File: src/design/onb_isqrt.sv
// Pipelined integer square root, one result bit per stage, floor semantics.
// Carries a sideband word alongside. No package dependency.
module onb_isqrt #(
  parameter int W  = 64,
  parameter int SW = 1
) (
  input  logic            clk,
  input  logic            rst_n,
  input  logic            en,
  input  logic            in_vld,
  input  logic [W-1:0]    in_x,
  input  logic [SW-1:0]   in_side,
  output logic            out_vld,
  output logic [W/2-1:0]  out_root,
  output logic [SW-1:0]   out_side
);
  localparam int N = W / 2;

  logic [W-1:0]  x_r    [N];
  logic [W-1:0]  root_r [N];
  logic [SW-1:0] side_r [N];
  logic          vld_r  [N];

  logic [W-1:0]  x_cur    [N];
  logic [W-1:0]  root_cur [N];
  logic [W-1:0]  x_nxt    [N];
  logic [W-1:0]  root_nxt [N];

  always_comb begin
    logic [W-1:0] bit_w;
    logic [W-1:0] trial;
    x_cur[0]    = in_x;
    root_cur[0] = '0;
    for (int k = 1; k < N; k++) begin
      x_cur[k]    = x_r[k-1];
      root_cur[k] = root_r[k-1];
    end
    for (int k = 0; k < N; k++) begin
      // trial bit falls by a factor of four each stage
      bit_w = W'(1) << (2 * (N - 1 - k));
      trial = root_cur[k] + bit_w;
      if (x_cur[k] >= trial) begin
        x_nxt[k]    = x_cur[k] - trial;
        root_nxt[k] = (root_cur[k] >> 1) + bit_w;
      end else begin
        x_nxt[k]    = x_cur[k];
        root_nxt[k] = root_cur[k] >> 1;
      end
    end
  end

  always_ff @(posedge clk) begin
    if (!rst_n) begin
      for (int k = 0; k < N; k++) vld_r[k] <= 1'b0;
    end else if (en) begin
      vld_r[0] <= in_vld;
      for (int k = 1; k < N; k++) vld_r[k] <= vld_r[k-1];
    end
  end

  always_ff @(posedge clk) begin
    if (en) begin
      side_r[0] <= in_side;
      for (int k = 1; k < N; k++) side_r[k] <= side_r[k-1];
      for (int k = 0; k < N; k++) begin
        x_r[k]    <= x_nxt[k];
        root_r[k] <= root_nxt[k];
      end
    end
  end

  assign out_vld  = vld_r[N-1];
  assign out_root = root_r[N-1][N-1:0];
  assign out_side = side_r[N-1];
endmodule

File: config.mk
export PLATFORM = sky130hd
export DESIGN_NAME = onb_isqrt
export DESIGN_NICKNAME = d
export VERILOG_FILES = /design/src/design/onb_isqrt.sv
export SDC_FILE = /design/constraint.sdc
export NUM_CORES = 2
export LEC_CHECK = 0
export BUFFER_PORTS_ARGS = -buffer_cell sky130_fd_sc_hd__buf_2
export CAP_MARGIN = 20
export CORE_ASPECT_RATIO = 1.25
export CORE_UTILIZATION = 50
export DETAILED_ROUTE_END_ITERATION = 10
export GPL_TIMING_DRIVEN = 0
export HOLD_SLACK_MARGIN = 0.15
export PLACE_DENSITY = 0.76
export SYNTH_ARGS = -nofsm -noshare
export SYNTH_HDL_FRONTEND = slang
export SYNTH_MEMORY_MAX_BITS = 65536
export SYNTH_SLANG_ARGS = --single-unit
File: constraint.sdc
create_clock -name clk -period 4.4 [get_ports clk]
set_input_delay 0.44 -clock clk [delete_from_list [all_inputs] [get_ports clk]]
set_output_delay 0.44 -clock clk [all_outputs]
set_load 0.02 [all_outputs]
Word-level counts from Yosys, hierarchy flattened

Memory sizes are Yosys's and may differ from the RTL's.
Cells that the tools add are included.

Add/sub/neg operators: 94
Order comparisons: 32
Multiplexer cells: 101
Bitwise gates (word level): 32

Operators with widths:

| operator                                                         | number |
|---|---|
| 64-bit 2-to-1 mux                                                | 63 |
| 64-bit >= comparator                                             | 31 |
| 64-bit subtractor                                                | 31 |
| 63-bit by 1-bit adder with 64-bit output, second input constant  | 1 |
| 63-bit by 11-bit adder with 64-bit output, second input constant | 1 |
| 63-bit by 13-bit adder with 64-bit output, second input constant | 1 |
| 63-bit by 15-bit adder with 64-bit output, second input constant | 1 |
| 63-bit by 17-bit adder with 64-bit output, second input constant | 1 |
| 63-bit by 19-bit adder with 64-bit output, second input constant | 1 |
| 63-bit by 21-bit adder with 64-bit output, second input constant | 1 |
| 63-bit by 23-bit adder with 64-bit output, second input constant | 1 |
| 63-bit by 25-bit adder with 64-bit output, second input constant | 1 |
| 63-bit by 27-bit adder with 64-bit output, second input constant | 1 |
| 63-bit by 29-bit adder with 64-bit output, second input constant | 1 |
| 63-bit by 3-bit adder with 64-bit output, second input constant  | 1 |
| 63-bit by 31-bit adder with 64-bit output, second input constant | 1 |
| 63-bit by 33-bit adder with 64-bit output, second input constant | 1 |
| 63-bit by 35-bit adder with 64-bit output, second input constant | 1 |
| 63-bit by 37-bit adder with 64-bit output, second input constant | 1 |
| 63-bit by 39-bit adder with 64-bit output, second input constant | 1 |
| 63-bit by 41-bit adder with 64-bit output, second input constant | 1 |
| 63-bit by 43-bit adder with 64-bit output, second input constant | 1 |
| 63-bit by 45-bit adder with 64-bit output, second input constant | 1 |
| 63-bit by 47-bit adder with 64-bit output, second input constant | 1 |
| 46 further kinds                                                 | 113 |

Bits in registers: 0
Bits in writable memories: 4160
Input bits: 69
Output and inout port bits: 34
Logic and storage cells: 263
Memories: 4

Memory list:

| memory | words | bits a word | read ports | clocked after Yosys merged registers in | wr ports | RTL line | RTL |
|---|---|---|---|---|---|---|---|
| root_r | 32    | 64          | 32         | 0                                       | 32       | 20       | `logic [W-1:0] root_r [N];` |
| x_r    | 32    | 64          | 31         | 0                                       | 32       | 19       | `logic [W-1:0] x_r [N];` |
| side_r | 32    | 1           | 32         | 0                                       | 32       | 21       | `logic [SW-1:0] side_r [N];` |
| vld_r  | 32    | 1           | 32         | 0                                       | 32       | 22       | `logic vld_r [N];` |

Longest topological paths before layout

Depth in word-level cells: 4
Depth in mapped cells: 15
Depth with buffers taken out: 13

Worst setup path before layout

No wires, ideal clock.

Path type: reg2reg
Start point: memory x_r[27][11] (netlist: x_r[1][715])
End point: memory x_r[28][7] (netlist: x_r[1][775]) (data pin)
Library setup time: 0.267 ns
Data arrival time: 3.155 ns
Required time: 4.133 ns
Path slack: 0.978 ns
Cell stages (with the launch flop): 13
Path buffers: 4
Clock period less this slack: 3.422 ns
Cell sequence: edfxtp_1 ha_1 or4bb_1 or4_1 nor4_1 nor4_1 and3_1 buf_2 inv_2 buf_2 buf_1 buf_1 a21oi_1

RTL lines:

| item        | RTL line |
|---|---|
| from (decl) | 19 |

==> summary.md <==
| Metric | Value |
|---|---|
| Area after DPL | `128,000 um2` |
| Outcome | `completed` |
| Number of enable flip-flop cells after synthesis | `2,576` |
| Maximum clock rate | `232 MHz` |
| Unique masters post-synth | `96` |
| Routed WL | `303,000 um` |
| Fin. Hold Viols | `0` |
| Post-layout nets | `10,842` |
| CORE AREA | `245,000 um2` |
| Mux share of post-synthesis cell area | `0.763%` |
| Worst setup path class | `register to register` |
| Final setup viols | `0` |
| Crit share post-route | `97.8%` |
| Slew Viols, Final | `0` |
| Crit. End Element | `register` |
| Gpl congestion | `1.08` |
| HPWL after detailed placement | `230,000 um` |
| Total negative slack | `0 ps` |
| Synth area leader | `edfxtp_1` |
| Drt first-iter violations | `5,618` |
| Site Rows | `203` |
| Sequential cell area | `77,400 um2` |
| FFs w/ async S/R, synth | `0%` |
| Sequential share of the synthesized area | `62.9%` |
| PwrDens | `511 nW/um2` |
| Final worst path period need | `4300 ps` |
| Die Ht | `556 um` |
| Skew final | `118 ps` |
| Complex-gate fraction of the synthesized area | `9.16%` |
| Worst-path clk slew | `70 ps` |
| Worst reg-to-reg setup slack | `100 ps` |
| Crit path DAT | `4920 ps` |
| Vias | `79,633` |
| Die W | `445 um` |
| TritonCTS clock tree | `built` |
| DR WL/cell | `22.1 um` |
| Top-area cell type share of the netlist area | `62.9%` |
| CP Max Fanout | `7` |
| Sink Count | `2,576` |
| Maxcap violations | `0` |
| # DRC | `0` |
| Adder-Cell Fraction of Synth Area | `5.68%` |
| Antenna Nets Post-Route | `0` |
| H-tree levels | `4` |
| RSZ-0062 raised after global routing | `no` |
| Clock root cell | `clkbuf_16` |
| Clock buffer depth | `4` |
| Synth Flop Type | `edfxtp_1` |
| Post-Synth Simple-Gate Area | `12.5%` |
| Cells after synthesis | `9,762` |
| Largest family of logic cells by synthesized area | `simple AND/OR/NAND/NOR gates` |
| CP required | `5020 ps` |
| Synth top area cells | `edfxtp_1 63%, ha_1 5.7%, xnor2_1 3.4%` |
| Met1 wire length | `104,000 um` |
| Global-route wire length before repair | `459,000 um` |
| Hold crit path type | `primary input to register` |
| Post-synthesis xor/xnor area fraction | `6.25%` |
| DR top layer | `met5` |
| Pwr Total | `70.1 mW` |
| Leak Pwr | `51.0 nW` |
| Initial antenna violation count | `13` |
| WL met3 | `12,500 um` |
| Drt first pass iters | `6` |
| Area of the multi-input gates | `42,400 um2` |
| Num CTS Buffers | `246` |
| Slew HR | `12.2%` |
| Syn nets | `10,389` |
| Final core occ | `56.1%` |
| Clk Latency, worst-skew pair | `940 ps` |
| Critical Path Source Type | `register` |
| Fill count | `19,286` |
| Yosys warns | `0` |
| Die Area | `248,000 um2` |
| Total global-route track usage | `24.0%` |
| Yosys reg bits | `2,576` |
| Worst-margin pin slew | `1300 ps` |
| Port bufs | `102` |
| Starting Density | `50.2%` |
| Maximum VDD drop | `0.000433 V` |
| Final Hold Slack | `222 ps` |
| Total gr overflow | `0` |
| Syn avg cell area | `12.6 um2` |
| Share of layout cells above drive strength 1 | `7.02%` |
| Design area | `137,000 um2` |
| Synthesis-to-layout area growth | `11.6%` |
| Routed length on met2 | `168,000 um` |
| # IOs | `103` |
| Number of global-route vias before repair | `80,411` |
| Cell area after synthesis | `123,000 um2` |
| Vias/cell | `5.81` |
| Largest net degree at the start of global routing | `198` |
==> repair_timing <==
action	in CTS	in global routing
resized for setup	26	24
hold endpoints to repair	173	0
endpoints found under the setup margin	173	266
cloned	0	2
pin swaps	2	2
setup buffers	1	2
hold buffers	71	0
==> logic make-up (layout without fill, tap and decap cells) <==
kind of cell | after synthesis | in the layout
adders and majority gates | 558 | 558
xor gates and xnor gates | 877 | 877
and+or+nand+nor | 2965 | 2965
other | 0 | 6
buffers and inverters | 871 | 1520
AOI/OAI and AO/OA | 1833 | 1833
DFF | 2576 | 2576
muxes | 82 | 82
==> synth_stat cells (all sizes together) (25+ instances only) <==
library cell     n
xor2           403
nand3b          30
or4             99
a211oi          48
nor4           350
inv            686
and3            68
mux2            75
or3             86
nand4b          27
a31oi           53
nand4          159
a21o           201
nand2          605
nor4b           51
a21oi          640
edfxtp        2576
nor2b           72
a21boi          31
buf             40
nor3           264
o21a            77
or2             35
xnor2          474
nand2b         119
nand3          177
nor2           700
o31ai           45
o211ai          45
o21ai          452
ha             558
o21bai          54
clkbuf         143
and2            45
a211o           25
==> placed cells by master (no fill, tap or decap), types with 159 or more instances in the layout <==
cell       netlist  layout
edfxtp_1      2576    2576
nor2_1         699     698
inv_1          681     681
a21oi_1        640     638
nand2_1        604     604
ha_1           558     558
xnor2_1        474     474
o21ai_0        449     449
xor2_1         403     403
nor4_1         345     337
nor3_1         263     263
clkbuf_16        0     248
a21o_1         201     201
nand3_1        177     177
clkbuf_1       143     164
nand4_1        159     159
==> metrics by stage <==
| stage | std cells | setup WS [ps] |
|---|---|---|
| 2_1_floorplan | 9762 | 978 |
| 3_3_place_gp | 13144 | -35310 |
| 3_5_place_dp | 13169 | -1220 |
| 4_1_cts | 13684 | 4.49 |
| 5_1_grt | 13693 | 13.1 |
| 6_report | 13697 | 98.0 |
==> final timing paths <==
path	startpoint	to	cells after the start
setup / recovery	x_r[1][33]	x_r[1][121]	11
hold / removal	in_x[38]	x_r[0][38]	2
setup reg to reg	x_r[1][33]	x_r[1][121]	11
hold reg to reg	root_r[1][226]	root_r[1][289]	0
==> where the power goes <==
| group | internal (mW) | total, mW | leakage [nW] | switching, mW |
|---|---|---|---|---|
| clock | 12.1 | 21.2 | 3.89 | 9.12 |
| sequential | 31.1 | 33.6 | 24.8 | 2.53 |
| combinational | 6.06 | 15.2 | 22.3 | 9.16 |
| total | 49.3 | 70.1 | 51.0 | 20.8 |
==> sequential cells by signal (all words and copies together), names as in the netlist <==
name    flops
root_r    528
side_r     32
vld_r      32
x_r      1984
==> layout make-up <==
type	count	area share (%)
Antenna cell	6	0.0109
Buffer	182	0.558
Clock buffer	274	4.56
Clock inverter	170	1.34
Inverter	688	1.88
Multi-Input combinational cell	6315	30.9
Sequential cell	2576	56.4
Tap cell	3280	2.99
Timing Repair Buffer	206	1.36
==> worst max-delay path, cell delays in order (launching register included) <==
cell      delay, ps
edfxtp_1        450
ha_1            410
a211oi_1        370
o21bai_1        230
a211oi_2        370
o21ai_0         210
o41ai_2         320
o21ai_0         220
or3_1           380
clkbuf_1        200
nor4_1          380
xor2_1          530
==> metal layers <==
metal,GRT usage [%],vias up
met5,0,-
li1,-,37537
met3,2.88,927
met2,47.7,2680
met1,23.6,38475
met4,13.5,14
No activity file was read; power rests on OpenSTA's default activity.
